[src/hdl/ddo_pkg.sv]
// Shared types, constants and the arctangent table of the odometry core.
// Used by ddo_muldiv, ddo_cordic and diff_drive_odometry_core; no dependencies.
package ddo_pkg;

   localparam int ANGLE_BITS = 32;
   localparam int POS_BITS   = 48;

   // serial multiply / divide unit
   localparam int MD_W  = 64;
   localparam int MD_BW = 26;
   localparam int MD_CW = $clog2(MD_W);

   // CORDIC
   localparam int CORD_W     = 33;
   localparam int CORD_STEPS = 31;
   localparam int CORD_IW    = $clog2(CORD_STEPS);
   localparam logic signed [CORD_W-1:0] CORDIC_GAIN = 33'sd652032874;
   localparam logic signed [CORD_W-1:0] QUARTER_TURN = 33'sh040000000;
   localparam logic signed [CORD_W-1:0] HALF_TURN = 33'sh080000000;

   localparam logic [MD_BW-1:0] OMEGA_BIN_K = 26'd10937044;
   localparam logic [MD_BW-1:0] OMEGA_Q16_K = 26'd4096000;
   localparam logic [MD_BW-1:0] POS_DIV     = 26'd31250000;
   localparam logic [24:0]      DT_MAX      = 25'd16777216;
   localparam logic [MD_W-1:0]  W_MAX       = 64'h0000_0040_0000_0000;
   localparam logic [MD_W-1:0]  ANG_POS_MAX = 64'h0000_0000_7FFF_FFFF;
   localparam logic [MD_W-1:0]  ANG_NEG_MAX = 64'h0000_0000_8000_0000;
   localparam logic [31:0] ANGLE_MASK = ~((32'd1 << (32 - ANGLE_BITS)) - 32'd1);

   localparam logic [1:0] FUNC_LEFT  = 2'd0;
   localparam logic [1:0] FUNC_RIGHT = 2'd1;
   localparam logic [1:0] FUNC_TICK  = 2'd2;

   localparam logic CSR_WHEEL_BASE = 1'b0;
   localparam logic CSR_WATCHDOG   = 1'b1;

   typedef struct packed {
      logic [1:0]         func;
      logic signed [23:0] wheel_speed;
      logic [47:0]        now_us;
   } req_type;

   typedef struct packed {
      logic signed [47:0] pos_x;
      logic signed [47:0] pos_y;
      logic signed [31:0] heading;
      logic signed [15:0] quat_z;
      logic signed [15:0] quat_w;
      logic signed [23:0] lin_vel;
      logic signed [31:0] ang_vel;
      logic               stopped;
   } rsp_type;

   typedef struct packed {
      logic             start;
      logic             divide;
      logic [MD_W-1:0]  a;
      logic [MD_BW-1:0] b;
   } md_cmd_type;

   function automatic logic [29:0] atan_step(input logic [CORD_IW-1:0] i);
      logic [29:0] r;
      case (i)
         5'd0:  r = 30'h20000000;
         5'd1:  r = 30'h12E4051E;
         5'd2:  r = 30'h09FB385B;
         5'd3:  r = 30'h051111D4;
         5'd4:  r = 30'h028B0D43;
         5'd5:  r = 30'h0145D7E1;
         5'd6:  r = 30'h00A2F61E;
         5'd7:  r = 30'h00517C55;
         5'd8:  r = 30'h0028BE53;
         5'd9:  r = 30'h00145F2F;
         5'd10: r = 30'h000A2F98;
         5'd11: r = 30'h000517CC;
         5'd12: r = 30'h00028BE6;
         5'd13: r = 30'h000145F3;
         5'd14: r = 30'h0000A2FA;
         5'd15: r = 30'h0000517D;
         5'd16: r = 30'h000028BE;
         5'd17: r = 30'h0000145F;
         5'd18: r = 30'h00000A30;
         5'd19: r = 30'h00000518;
         5'd20: r = 30'h0000028C;
         5'd21: r = 30'h00000146;
         5'd22: r = 30'h000000A3;
         5'd23: r = 30'h00000051;
         5'd24: r = 30'h00000029;
         5'd25: r = 30'h00000014;
         5'd26: r = 30'h0000000A;
         5'd27: r = 30'h00000005;
         5'd28: r = 30'h00000003;
         5'd29: r = 30'h00000001;
         5'd30: r = 30'h00000001;
         default: r = 30'h0;
      endcase
      return r;
   endfunction

endpackage

[src/hdl/diff_drive_odometry_core.sv]
// Differential-drive odometry core: speed updates, watchdog and midpoint pose integration.
// Depends on ddo_pkg, ddo_muldiv and ddo_cordic.
//
// Usage:
//  - req channel (req_valid / req_stall / req_data): func 0 or 1 sets the left or right
//    wheel speed, func 2 requests an odometry tick, func 3 is dropped. Every request
//    carries now_us. A speed request does not stall; a tick request holds req_stall
//    high while the bit-serial multiply/divide unit runs 6 multiplies and 4 divides
//    and the CORDIC unit runs twice, and then until the response is loaded into the
//    free output register. Those two shared units set the tick latency.
//  - rsp channel (rsp_valid / rsp_stall / rsp_data): one response per tick, taken from
//    an output register, so the core accepts new requests while a response waits.
//    A finished tick waits in its last state only if the previous response has not
//    yet been taken; rsp_stall never disturbs a held response.
//  - csr channel (csr_valid / csr_ready / csr_index / csr_wdata): index 0 is the wheel
//    base in micrometers, index 1 the watchdog timeout in microseconds. csr_ready is
//    always high; write only while the core is idle.
//  - reset (synchronous): pose, speeds and timestamps clear, the registers return to
//    a 166000 um base and a 500000 us timeout, no response is pending.
module diff_drive_odometry_core (
   input  logic              clock,
   input  logic              reset,
   input  logic              req_valid,
   output logic              req_stall,
   input  ddo_pkg::req_type  req_data,
   output logic              rsp_valid,
   input  logic              rsp_stall,
   output ddo_pkg::rsp_type  rsp_data,
   input  logic              csr_valid,
   output logic              csr_ready,
   input  logic              csr_index,
   input  logic [26:0]       csr_wdata
);

   typedef enum logic [3:0] {
      S_IDLE, S_W_MUL, S_W_DIV, S_D_MUL, S_CORD1, S_SD_MUL, S_X_MUL, S_X_DIV,
      S_Y_MUL, S_Y_DIV, S_A_MUL, S_A_DIV, S_CORD2, S_DONE
   } state_type;

   state_type state_ff;

   // configuration
   logic [19:0] wheel_base_ff;
   logic [26:0] watchdog_ff;

   // odometry state
   logic [ddo_pkg::POS_BITS-1:0] x_acc_ff, y_acc_ff;
   logic [31:0]                  theta_ff;
   logic signed [23:0]           left_ff, right_ff;
   logic [47:0]                  last_tick_ff, last_speed_ff;

   // per-tick work registers
   logic                         launched_ff;
   logic                         stop_ff;
   logic [24:0]                  dt_ff;
   logic [ddo_pkg::MD_W-1:0]     prod_ff;
   logic [ddo_pkg::MD_W-1:0]     sumdt_ff;
   logic [38:0]                  w_mag_ff;
   logic signed [32:0]           delta_ff;
   logic signed [16:0]           c14_ff, s14_ff;
   logic signed [31:0]           ang_ff;
   logic signed [15:0]           qz_ff, qw_ff;

   logic                         rsp_valid_ff;
   ddo_pkg::rsp_type             rsp_data_ff;

   // shared units
   ddo_pkg::md_cmd_type          md_cmd;
   logic                         md_done;
   logic [ddo_pkg::MD_W-1:0]     md_result;
   logic                         cord_start, cord_done;
   logic [31:0]                  cord_angle;
   logic signed [ddo_pkg::CORD_W-1:0] cord_sin, cord_cos;

   // combinational helpers
   logic signed [24:0]           sum, diff;
   logic [24:0]                  sum_mag, diff_mag;
   logic [19:0]                  wb_eff;
   logic [47:0]                  dt_raw, idle_us;
   logic                         is_md, is_cord, unit_done;
   logic [31:0]                  theta_in;
   logic signed [ddo_pkg::MD_W-1:0] q_signed;
   logic [15:0]                  c14_mag, s14_mag;
   logic                         x_neg, y_neg;

   assign sum      = 25'(left_ff) + 25'(right_ff);
   assign diff     = 25'(right_ff) - 25'(left_ff);
   assign sum_mag  = sum[24] ? 25'(-sum) : 25'(sum);
   assign diff_mag = diff[24] ? 25'(-diff) : 25'(diff);
   assign wb_eff   = (wheel_base_ff == '0) ? 20'd1 : wheel_base_ff;
   assign dt_raw   = req_data.now_us - last_tick_ff;
   assign idle_us  = req_data.now_us - last_speed_ff;
   assign theta_in = (theta_ff + 32'(delta_ff)) & ddo_pkg::ANGLE_MASK;
   assign c14_mag  = c14_ff[16] ? 16'(-c14_ff) : 16'(c14_ff);
   assign s14_mag  = s14_ff[16] ? 16'(-s14_ff) : 16'(s14_ff);
   assign x_neg    = sum[24] ^ c14_ff[16];
   assign y_neg    = sum[24] ^ s14_ff[16];

   function automatic logic signed [15:0] q15(input logic signed [32:0] v);
      logic signed [34:0] t;
      t = (35'(v) + 35'sd16384) >>> 15;
      if (t > 35'sd32767) return 16'sh7FFF;
      if (t < -35'sd32768) return 16'sh8000;
      return 16'(t);
   endfunction

   // operand selection for the shared units
   always_comb begin
      is_md      = 1'b1;
      is_cord    = 1'b0;
      md_cmd     = '0;
      cord_angle = theta_ff + 32'(delta_ff >>> 1);
      case (state_ff)
         S_W_MUL: begin
            md_cmd.a = ddo_pkg::MD_W'(diff_mag);
            md_cmd.b = ddo_pkg::OMEGA_BIN_K;
         end
         S_W_DIV, S_A_DIV: begin
            md_cmd.divide = 1'b1;
            md_cmd.a      = prod_ff;
            md_cmd.b      = ddo_pkg::MD_BW'(wb_eff);
         end
         S_D_MUL: begin
            md_cmd.a = ddo_pkg::MD_W'(w_mag_ff);
            md_cmd.b = ddo_pkg::MD_BW'(dt_ff);
         end
         S_SD_MUL: begin
            md_cmd.a = ddo_pkg::MD_W'(sum_mag);
            md_cmd.b = ddo_pkg::MD_BW'(dt_ff);
         end
         S_X_MUL: begin
            md_cmd.a = sumdt_ff;
            md_cmd.b = ddo_pkg::MD_BW'(c14_mag);
         end
         S_Y_MUL: begin
            md_cmd.a = sumdt_ff;
            md_cmd.b = ddo_pkg::MD_BW'(s14_mag);
         end
         S_X_DIV, S_Y_DIV: begin
            md_cmd.divide = 1'b1;
            md_cmd.a      = prod_ff;
            md_cmd.b      = ddo_pkg::POS_DIV;
         end
         S_A_MUL: begin
            md_cmd.a = ddo_pkg::MD_W'(diff_mag);
            md_cmd.b = ddo_pkg::OMEGA_Q16_K;
         end
         S_CORD1: begin
            is_md   = 1'b0;
            is_cord = 1'b1;
         end
         S_CORD2: begin
            is_md      = 1'b0;
            is_cord    = 1'b1;
            // half heading, arithmetic shift of the signed angle
            cord_angle = {theta_ff[31], theta_ff[31:1]};
         end
         default: begin
            is_md = 1'b0;
         end
      endcase
      md_cmd.start = is_md && !launched_ff;
      cord_start   = is_cord && !launched_ff;
      unit_done    = is_md ? md_done : cord_done;
   end

   // sign of the finished product or quotient follows the operand signs of each step
   always_comb begin
      case (state_ff)
         S_X_DIV: q_signed = x_neg ? -$signed(md_result) : $signed(md_result);
         S_Y_DIV: q_signed = y_neg ? -$signed(md_result) : $signed(md_result);
         default: q_signed = diff[24] ? -$signed(md_result) : $signed(md_result);
      endcase
   end

   ddo_muldiv u_muldiv (
      .clock  (clock),
      .reset  (reset),
      .cmd    (md_cmd),
      .done   (md_done),
      .result (md_result)
   );

   ddo_cordic u_cordic (
      .clock   (clock),
      .reset   (reset),
      .start   (cord_start),
      .angle   (cord_angle),
      .done    (cord_done),
      .sin_q30 (cord_sin),
      .cos_q30 (cord_cos)
   );

   always_ff @(posedge clock) begin
      if (reset) begin
         state_ff      <= S_IDLE;
         launched_ff   <= 1'b0;
         rsp_valid_ff  <= 1'b0;
         wheel_base_ff <= 20'd166000;
         watchdog_ff   <= 27'd500000;
         x_acc_ff      <= '0;
         y_acc_ff      <= '0;
         theta_ff      <= '0;
         left_ff       <= '0;
         right_ff      <= '0;
         last_tick_ff  <= '0;
         last_speed_ff <= '0;
      end else begin
         // configuration writes
         if (csr_valid) begin
            case (csr_index)
               ddo_pkg::CSR_WHEEL_BASE: wheel_base_ff <= csr_wdata[19:0];
               ddo_pkg::CSR_WATCHDOG:   watchdog_ff   <= csr_wdata;
               default: ;
            endcase
         end

         // drop a response once taken, unless a new one loads this cycle
         if (rsp_valid_ff && !rsp_stall && state_ff != S_DONE) rsp_valid_ff <= 1'b0;

         // launch a shared unit, then wait for its done pulse
         if ((is_md || is_cord) && !launched_ff) launched_ff <= 1'b1;

         case (state_ff)
            S_IDLE: begin
               if (req_valid) begin
                  case (req_data.func)
                     ddo_pkg::FUNC_LEFT: begin
                        left_ff       <= req_data.wheel_speed;
                        last_speed_ff <= req_data.now_us;
                     end
                     ddo_pkg::FUNC_RIGHT: begin
                        right_ff      <= req_data.wheel_speed;
                        last_speed_ff <= req_data.now_us;
                     end
                     ddo_pkg::FUNC_TICK: begin
                        dt_ff        <= (dt_raw > 48'(ddo_pkg::DT_MAX)) ? ddo_pkg::DT_MAX
                                                                     : dt_raw[24:0];
                        last_tick_ff <= req_data.now_us;
                        // watchdog: zero both speeds on a stale update
                        stop_ff      <= idle_us > 48'(watchdog_ff);
                        if (idle_us > 48'(watchdog_ff)) begin
                           left_ff  <= '0;
                           right_ff <= '0;
                        end
                        state_ff <= S_W_MUL;
                     end
                     default: ;
                  endcase
               end
            end

            S_DONE: begin
               // load the output register once it is free
               if (!rsp_valid_ff || !rsp_stall) begin
                  rsp_valid_ff        <= 1'b1;
                  rsp_data_ff.pos_x   <= 48'($signed(x_acc_ff));
                  rsp_data_ff.pos_y   <= 48'($signed(y_acc_ff));
                  rsp_data_ff.heading <= $signed(theta_ff);
                  rsp_data_ff.quat_z  <= qz_ff;
                  rsp_data_ff.quat_w  <= qw_ff;
                  rsp_data_ff.lin_vel <= 24'(sum >>> 1);
                  rsp_data_ff.ang_vel <= ang_ff;
                  rsp_data_ff.stopped <= stop_ff;
                  state_ff            <= S_IDLE;
               end
            end

            default: begin
               if (launched_ff && unit_done) begin
                  launched_ff <= 1'b0;
                  case (state_ff)
                     S_W_MUL: begin
                        prod_ff  <= md_result;
                        state_ff <= S_W_DIV;
                     end
                     S_W_DIV: begin
                        // clamp the turn rate magnitude at 2^38
                        w_mag_ff <= (md_result > ddo_pkg::W_MAX) ? 39'(ddo_pkg::W_MAX)
                                                                  : md_result[38:0];
                        state_ff <= S_D_MUL;
                     end
                     S_D_MUL: begin
                        delta_ff <= 33'(q_signed >>> 8);
                        state_ff <= S_CORD1;
                     end
                     S_CORD1: begin
                        c14_ff   <= 17'((34'(cord_cos) + 34'sd32768) >>> 16);
                        s14_ff   <= 17'((34'(cord_sin) + 34'sd32768) >>> 16);
                        theta_ff <= theta_in;
                        state_ff <= S_SD_MUL;
                     end
                     S_SD_MUL: begin
                        sumdt_ff <= md_result;
                        state_ff <= S_X_MUL;
                     end
                     S_X_MUL: begin
                        prod_ff  <= md_result;
                        state_ff <= S_X_DIV;
                     end
                     S_X_DIV: begin
                        x_acc_ff <= x_acc_ff + ddo_pkg::POS_BITS'(q_signed);
                        state_ff <= S_Y_MUL;
                     end
                     S_Y_MUL: begin
                        prod_ff  <= md_result;
                        state_ff <= S_Y_DIV;
                     end
                     S_Y_DIV: begin
                        y_acc_ff <= y_acc_ff + ddo_pkg::POS_BITS'(q_signed);
                        state_ff <= S_A_MUL;
                     end
                     S_A_MUL: begin
                        prod_ff  <= md_result;
                        state_ff <= S_A_DIV;
                     end
                     S_A_DIV: begin
                        // saturate the angular rate to 32 bits
                        if (!diff[24] && md_result > ddo_pkg::ANG_POS_MAX)
                           ang_ff <= 32'sh7FFF_FFFF;
                        else if (diff[24] && md_result > ddo_pkg::ANG_NEG_MAX)
                           ang_ff <= 32'sh8000_0000;
                        else
                           ang_ff <= 32'(q_signed);
                        state_ff <= S_CORD2;
                     end
                     S_CORD2: begin
                        qz_ff    <= q15(cord_sin);
                        qw_ff    <= q15(cord_cos);
                        state_ff <= S_DONE;
                     end
                     default: state_ff <= S_IDLE;
                  endcase
               end
            end
         endcase
      end
   end

   assign req_stall = (state_ff != S_IDLE);
   assign rsp_valid = rsp_valid_ff;
   assign rsp_data  = rsp_data_ff;
   assign csr_ready = 1'b1;

   // the multiply/divide unit never reports done in the cycle right after its launch
   a_md_not_instant: assert property (@(posedge clock) disable iff (reset)
      md_cmd.start |=> !md_done) else $error("muldiv done right after start");

   // done pulses come only from a launched unit
   a_md_launched: assert property (@(posedge clock) disable iff (reset)
      md_done |-> launched_ff) else $error("muldiv done without launch");

   a_cord_launched: assert property (@(posedge clock) disable iff (reset)
      cord_done |-> launched_ff) else $error("cordic done without launch");

   // a new response is only loaded when the old one is gone or taken
   a_no_overwrite: assert property (@(posedge clock) disable iff (reset)
      (state_ff == S_DONE && rsp_valid_ff && rsp_stall) |=> rsp_valid_ff
         && $stable(rsp_data_ff)) else $error("response overwritten");

endmodule

[src/hdl/ddo_muldiv.sv]
// Bit-serial unsigned multiplier (shift-add) and restoring divider.
// Depends on ddo_pkg for widths and the command struct.
module ddo_muldiv (
   input  logic                          clock,
   input  logic                          reset,
   input  ddo_pkg::md_cmd_type           cmd,
   output logic                          done,
   output logic [ddo_pkg::MD_W-1:0]      result
);

   logic                          running_ff;
   logic                          div_ff;
   logic                          done_ff;
   logic [ddo_pkg::MD_CW-1:0]     cnt_ff;
   logic [ddo_pkg::MD_W-1:0]      acc_ff;
   logic [ddo_pkg::MD_W-1:0]      a_ff;
   logic [ddo_pkg::MD_BW-1:0]     b_ff;
   logic [ddo_pkg::MD_BW:0]       rem_ff;
   logic [ddo_pkg::MD_BW:0]       rem_sh;
   logic                          fits;

   assign rem_sh = {rem_ff[ddo_pkg::MD_BW-1:0], acc_ff[ddo_pkg::MD_W-1]};
   assign fits   = rem_sh >= {1'b0, b_ff};

   always_ff @(posedge clock) begin
      if (reset) begin
         running_ff <= 1'b0;
         done_ff    <= 1'b0;
      end else begin
         done_ff <= 1'b0;
         if (cmd.start) begin
            running_ff <= 1'b1;
            div_ff     <= cmd.divide;
            cnt_ff     <= cmd.divide ? ddo_pkg::MD_CW'(ddo_pkg::MD_W - 1)
                                     : ddo_pkg::MD_CW'(ddo_pkg::MD_BW - 1);
            acc_ff     <= cmd.divide ? cmd.a : '0;
            a_ff       <= cmd.a;
            b_ff       <= cmd.b;
            rem_ff     <= '0;
         end else if (running_ff) begin
            if (div_ff) begin
               // one quotient bit per cycle
               rem_ff <= fits ? rem_sh - {1'b0, b_ff} : rem_sh;
               acc_ff <= {acc_ff[ddo_pkg::MD_W-2:0], fits};
            end else begin
               // one multiplier bit per cycle
               if (b_ff[0]) acc_ff <= acc_ff + a_ff;
               a_ff <= {a_ff[ddo_pkg::MD_W-2:0], 1'b0};
               b_ff <= {1'b0, b_ff[ddo_pkg::MD_BW-1:1]};
            end
            if (cnt_ff == '0) begin
               running_ff <= 1'b0;
               done_ff    <= 1'b1;
            end else begin
               cnt_ff <= cnt_ff - 1'b1;
            end
         end
      end
   end

   assign done   = done_ff;
   assign result = acc_ff;

endmodule

[src/hdl/ddo_cordic.sv]
// Iterative CORDIC: sine and cosine of a 32-bit binary angle in Q30, one step a cycle.
// Depends on ddo_pkg for the arctangent table and the gain constant.
module ddo_cordic (
   input  logic                                clock,
   input  logic                                reset,
   input  logic                                start,
   input  logic [31:0]                         angle,
   output logic                                done,
   output logic signed [ddo_pkg::CORD_W-1:0]   sin_q30,
   output logic signed [ddo_pkg::CORD_W-1:0]   cos_q30
);

   logic                                running_ff;
   logic                                done_ff;
   logic                                flip_ff;
   logic [ddo_pkg::CORD_IW-1:0]         i_ff;
   logic signed [ddo_pkg::CORD_W-1:0]   x_ff, y_ff, z_ff;
   logic signed [ddo_pkg::CORD_W-1:0]   sin_ff, cos_ff;
   logic signed [ddo_pkg::CORD_W-1:0]   z_start, x_sh, y_sh, at, x_in, y_in, z_in;

   assign z_start = ddo_pkg::CORD_W'($signed(angle));
   assign x_sh    = y_ff >>> i_ff;
   assign y_sh    = x_ff >>> i_ff;
   assign at      = ddo_pkg::CORD_W'($signed({1'b0, ddo_pkg::atan_step(i_ff)}));
   assign x_in    = z_ff[ddo_pkg::CORD_W-1] ? x_ff + x_sh : x_ff - x_sh;
   assign y_in    = z_ff[ddo_pkg::CORD_W-1] ? y_ff - y_sh : y_ff + y_sh;
   assign z_in    = z_ff[ddo_pkg::CORD_W-1] ? z_ff + at : z_ff - at;

   always_ff @(posedge clock) begin
      if (reset) begin
         running_ff <= 1'b0;
         done_ff    <= 1'b0;
      end else begin
         done_ff <= 1'b0;
         if (start) begin
            running_ff <= 1'b1;
            i_ff       <= '0;
            x_ff       <= ddo_pkg::CORDIC_GAIN;
            y_ff       <= '0;
            // fold the outer half-plane onto the inner one
            if (z_start > ddo_pkg::QUARTER_TURN) begin
               z_ff    <= z_start - ddo_pkg::HALF_TURN;
               flip_ff <= 1'b1;
            end else if (z_start < -ddo_pkg::QUARTER_TURN) begin
               z_ff    <= z_start + ddo_pkg::HALF_TURN;
               flip_ff <= 1'b1;
            end else begin
               z_ff    <= z_start;
               flip_ff <= 1'b0;
            end
         end else if (running_ff) begin
            x_ff <= x_in;
            y_ff <= y_in;
            z_ff <= z_in;
            i_ff <= i_ff + 1'b1;
            if (i_ff == ddo_pkg::CORD_IW'(ddo_pkg::CORD_STEPS - 1)) begin
               running_ff <= 1'b0;
               done_ff    <= 1'b1;
               sin_ff     <= flip_ff ? -y_in : y_in;
               cos_ff     <= flip_ff ? -x_in : x_in;
            end
         end
      end
   end

   assign done    = done_ff;
   assign sin_q30 = sin_ff;
   assign cos_q30 = cos_ff;

endmodule
[config.mk]
export PLATFORM = sky130hd
export DESIGN_NAME = diff_drive_odometry_core
export DESIGN_NICKNAME = d
export VERILOG_FILES = /design/src/hdl/ddo_pkg.sv /design/src/hdl/diff_drive_odometry_core.sv /design/src/hdl/ddo_muldiv.sv /design/src/hdl/ddo_cordic.sv
export SDC_FILE = /design/constraint.sdc
export NUM_CORES = 2
export LEC_CHECK = 0
export BUFFER_PORTS_ARGS = -buffer_cell sky130_fd_sc_hd__buf_2
export CORE_MARGIN = 2
export CORE_UTILIZATION = 45
export CTS_CLUSTER_DIAMETER = 50
export DETAILED_ROUTE_END_ITERATION = 10
export HOLD_SLACK_MARGIN = 0.03
export SYNTH_ARGS = -nofsm -noshare
export SYNTH_HDL_FRONTEND = slang
export SYNTH_SLANG_ARGS = --single-unit
export TNS_END_PERCENT = 30
[constraint.sdc]
create_clock -name clock -period 53.3 [get_ports clock]
set_input_delay 13.325 -clock clock [delete_from_list [all_inputs] [get_ports clock]]
set_output_delay 13.325 -clock clock [all_outputs]
set_load 0.05 [all_outputs]
* After elaboration in Yosys (flattened, before gate mapping)
Memory sizes are Yosys's and may differ from the RTL's. A register that Yosys moved wholly into a read port is not among the register bits.
Index checks and enable logic that the tools add are counted.
Widths: inputs -> output; s select.
** Cells by class
- Shift operators :: 2
- Magnitude comparators :: 12
- Mux-type cells :: 102
- Add/subtract/negate cells :: 31
- Reductions and logical operators :: 63
- Bitwise gates (word level) :: 8
- Equality and inequality tests :: 23
** Operator list (number)
- $pmux 90 s8 :: 1
- $mux 64 :: 8
- $mux 33 :: 11
- $mux 16 :: 10
- $mux 26 :: 6
- $mux 48 :: 3
- $add 48x48->48 :: 2
- $pmux 24 s2 :: 2
- $pmux 48 s2 :: 1
- $sub 48x48->48 :: 2
- $add 33x16->34 const B :: 2
- $add 33x17->33 const B :: 2
- $add 33x33->33 :: 2
- $neg 33->33 :: 2
- $sshr 33x5->33 :: 2
- $sub 33x33->33 :: 2
- $add 32x32->32 :: 2
- $add 64x64->64 :: 1
- $gt 64x31->1 const B :: 1
- $gt 64x32->1 const B :: 1
- $gt 64x39->1 const B :: 1
- $mux 32 :: 2
- $mux 25 :: 2
- $neg 25->25 :: 2
- other kinds (55) :: 171
** Storage, ports and cells
- Input bits :: 107
- Memories :: 1
- Register bits after elaboration :: 1228
- Bits in read-only memories :: 960
- Output and inout port bits :: 220
- Logic and storage cells :: 290
** Memory list
- (name not given) :: words 32, width 30, rd ports 1, clocked after Yosys merged registers in 1, write ports 0, RTL line ddo_pkg.sv:63 : case (i)

* Longest topological paths before layout
- Word-level depth :: 15
- Gate-level depth with buffers :: 31

* By module
From an unflattened synthesis, not the netlist that was laid out.
** Unflattened totals
- Cell total of the unflattened synthesis :: 9300
- Area, all modules :: 85796.0 µm²
** By module, submodules not included
- diff_drive_odometry_core :: cells an instance 5590, instances 1, area an instance 51511.9 µm², sequential area each 22751.8 µm²
- ddo_cordic :: cells an instance 2287, instances 1, area an instance 20558.5 µm², sequential area each 5775.5 µm²
- ddo_muldiv :: cells an instance 1423, instances 1, area an instance 13725.7 µm², sequential area each 5655.4 µm²

* Worst setup path before layout
OpenSTA, ideal clock, no wires.
- Path kind :: input -> register
- Start :: input reset
- End :: register rsp_data_ff (netlist bit rsp_data[0]) (enable)
- Data arrival time :: 29.426 ns
- Setup slack :: 22.769 ns
- Required time :: 52.195 ns
- Cell stages on the path :: 3
- Library setup time :: 1.105 ns
- Cell sequence :: buf_4 clkbuf_1 nor3b_1
** Between the ends
- Cells in the longest elaborated chain, start to end :: 2
** RTL lines
- start, declared :: RTL line diff_drive_odometry_core.sv:22 : input logic reset,
- $not 1->1 (no source line)
- $reduce_and 3->1 (no source line)
- end, declared :: RTL line diff_drive_odometry_core.sv:65 : ddo_pkg::rsp_type rsp_data_ff;
No other way between the ends.
A chain may end at the register's enable or synchronous reset.

* Worst setup path after layout
- Start :: input req_data[0] (netlist name)
- End :: register left_ff[16]
** Between the ends
- Cells in the longest elaborated chain, start to end :: 4
** RTL lines
- start, declared :: RTL line diff_drive_odometry_core.sv:25 : input ddo_pkg::req_type req_data,
- $sub 48x48->48 :: RTL line diff_drive_odometry_core.sv:92 : assign idle_us = req_data.now_us - last_speed_ff;
- $gt 48x27->1 :: RTL line diff_drive_odometry_core.sv:242 : if (idle_us > 48'(watchdog_ff)) begin
- $ne 2x2->1 (no source line)
- $reduce_and 4->1 (no source line)
- end signal, assigned :: RTL line diff_drive_odometry_core.sv:229 : left_ff <= req_data.wheel_speed;
- end, declared :: RTL line diff_drive_odometry_core.sv:49 : logic signed [23:0] left_ff, right_ff;
No other way between the ends.

==> run metrics <==
status=completed; max incr delay on CP=approximately 0.56 ns; P per Cell Area=about 37 nW/um^2; vias in the first global route=around 67k; LEAKAGE=~36 nW; Area growth, synth to finish=11.5%; min-delay src=qw_ff[1]; final core occ=approximately half; Worst-Skew Late Latency=between 0.8 and 0.9 ns; vias per cell=5.99; CTS tree=yes; Async S/R FF share, synth=0%; H-Tree Depth=4; xor and xnor area share after synthesis=a little over 7%; Initial DRC Count=roughly 6.4k; Ys Warns=0; critical path's top delay family=compound AO/OA/AOI/OAI gates; initial antenna violation count=15; critical setup path kind=primary input to flip-flop; Most used DFF post-synth=edfxtp_1; total core area=~180000 um^2; pin count of the biggest net entering global routing=roughly 160; Worst slew margin=18.6%; post-synthesis compound-gate area fraction=between 20 and 25%; final setup margin=about 35 ns; worst reg2reg startpoint=left_ff[0]; Vert. Die Dim=around 430 um; final hold violation count=0; largest family of logic cells by synthesized area=compound AO/OA/AOI/OAI gates; I/O pin count=327; Sum Neg Setup Slack=0 ns; Slowest-stage cell, CP=or4_4; Die Wd=roughly 430 um; Simple-Gate Fraction of Synth Area=~16%; Yosys cell types=between 100 and 150; storage element area=roughly 33000 um^2; worst hold margin=a little over 0.4 ns; total CTS buffers=162; Tcrit/Tclk final=a little over a third; Critical Path Fanout Max=23; WL/cell=approximately 23 um; fmax=approximately 54 MHz; grt ovf=0; Hold Path Class=flip-flop to flip-flop; filler instances=between 15k and 20k; router iterations before antenna repair=6; drt total wl=about 270 mm; Max Cap Violations=0; Final ANT Viol Nets=0; Arr. time, crit path=19.33 ns; Worst Tran Pin Value=between 1 and 1.5 ns; Crit. Startpoint=req_data[0]; Post-CTS Setup Inserts=0; mux share of post-synthesis cell area=under 10%; # nets final=around 9.8k; Post-Synthesis Cells=approximately 9.0k; Worst VDD drop=approximately 0.028 mV; CP Capture Type=flip-flop; DRC viols=0; clock tree sinks=~1.2k; post-cts sizing count=0; Setup Skew=around 0.04 ns; # hold bufs at CTS=0; PortBufs=325; post-detail-place hpwl=198 mm; area occupied by multi-input gates=around 46000 um^2; startpoint class of the critical path=primary input; RSZ-0062 raised after global routing=false; Place WS=around 34 ns; Post-synth EDFFs=870; clk buf depth=3; Synth Cell Area=between 80000 and 90000 um^2; Placer Congestion=around 0.94; Avg Cell Area, Syn=9.22 um^2; initial core utilization=a little under half; Root Driver=clkbuf_16; adder and majority gate portion of the synthesized area=between 8 and 9%; layout cell share with drive strength beyond 1=just over 10%; most numerous cell on the critical path=a21oi_1; final number of max-transition violations=0; die area=187000 um^2; first-pass GRT wire length=403 mm; post-synth net total=9624; Final min period=18.59 ns; clock slew at reported path FFs=about 0.06 ns; Yosys reg bits=1229; post-synthesis sequential area ratio=between 40% and 50%; Finish-stage setup viols=0; Worst EP required=around 54 ns; CP bufs+invs=4; via count of the routed design=70.2k; gr usage total=27.7%; row count=approximately 160
[state kept, by name, summed over array words and instances, names as in the netlist, 48 cells and up]
register,count
rsp_data,217
y_acc_ff,48
x_acc_ff,48
u_muldiv.result,64
last_speed_ff,48
prod_ff,64
sumdt_ff,64
last_tick_ff,48
u_muldiv.a_ff,64
[final cells by class]
class	count	area share, %
multi-input cells	6897	50.3
flip-flops and latches	1229	36.1
clock buffers	200	4.78
well taps	2464	3.34
repair buffers	426	2.62
inverters	403	1.64
clock inverters	101	1.14
diodes	8	0.0217
[per-stage QoR]
stage	instances	total power [mW]	area, um^2
floorplan	8965	1.92	82700
detailed placement	11419	2.27	86700
global placement	11419	2.26	86700
finish	11728	3.38	92200
global route	11723	3.54	92200
CTS	11720	3.38	92200
[final timing paths]
path                                     end  slack [ns]  cells past startpoint
worst max register to register  x_acc_ff[42]       43.09                     26
worst min-delay path            rsp_data[58]        0.42                      0
worst min register to register  rsp_data[58]        0.42                      0
worst max-delay path             left_ff[16]       34.71                     29
[synth_stat cells (47+ instances only)]
cell         n  area (um^2)
a21o_1     263         1970
nand2_1   1088         4080
nand3_1    154          771
ha_1       539         6740
o211ai_1    67          503
and3_1      70          438
o21bai_1    66          495
xnor2_1    397         3480
nand2b_1    89          557
nor2b_1     87          544
nor3_1     147          736
a21oi_1    946         4730
mux2i_1     71          711
or3_1       52          325
nor2_1     641         2410
buf_1       47          176
dfxtp_1    359         7190
inv_1      398         1490
mux4_2      86         1940
o31ai_1     95          713
edfxtp_1   870        26100
and2_1     113          707
a31oi_1    102          638
o21ai_0    485         2430
o21a_1      93          698
clkbuf_1   366         1370
a211oi_1    91          683
nand4_1     86          538
nor4_1      55          344
xor2_1     288         2520
a221oi_1    58          508
[cell families after synthesis]
family | Yosys count
AND/OR/NAND/NOR | 2783
adder cells (fa/ha/maj) | 556
flip-flops | 1229
multiplexers | 194
other | 1
XOR/XNOR | 685
buffers and inverters | 839
AO/OA/AOI/OAI | 2678
[where the power goes]
part           leakage [nW]  internal, mW  switching [mW]
logic                  21.9         0.385           0.728
clock network          2.65         0.648           0.461
registers              11.0          1.11          0.0471
[layer usage]
metal | global-route usage [%] | vias up | routed length [um]
li1 | - | 33330 | -
met1 | 37.6 | 34079 | 116000
met3 | 3.40 | 446 | 16100
met2 | 44.8 | 2364 | 123000
met4 | 11.5 | 2 | 11600
met5 | 0 | - | 13
[cells in the final DEF, fill, tap and decap left out, types with 169 or more instances in the layout]
cell type / count
inv_1: 396
edfxtp_1: 870
a21o_1: 263
o21ai_0: 485
buf_2: 324
nand2_1: 1084
nor2_1: 627
ha_1: 539
xnor2_1: 397
a21oi_1: 943
dfxtp_1: 359
xor2_1: 287
clkbuf_16: 169
(Power assumes the default switching activity.)
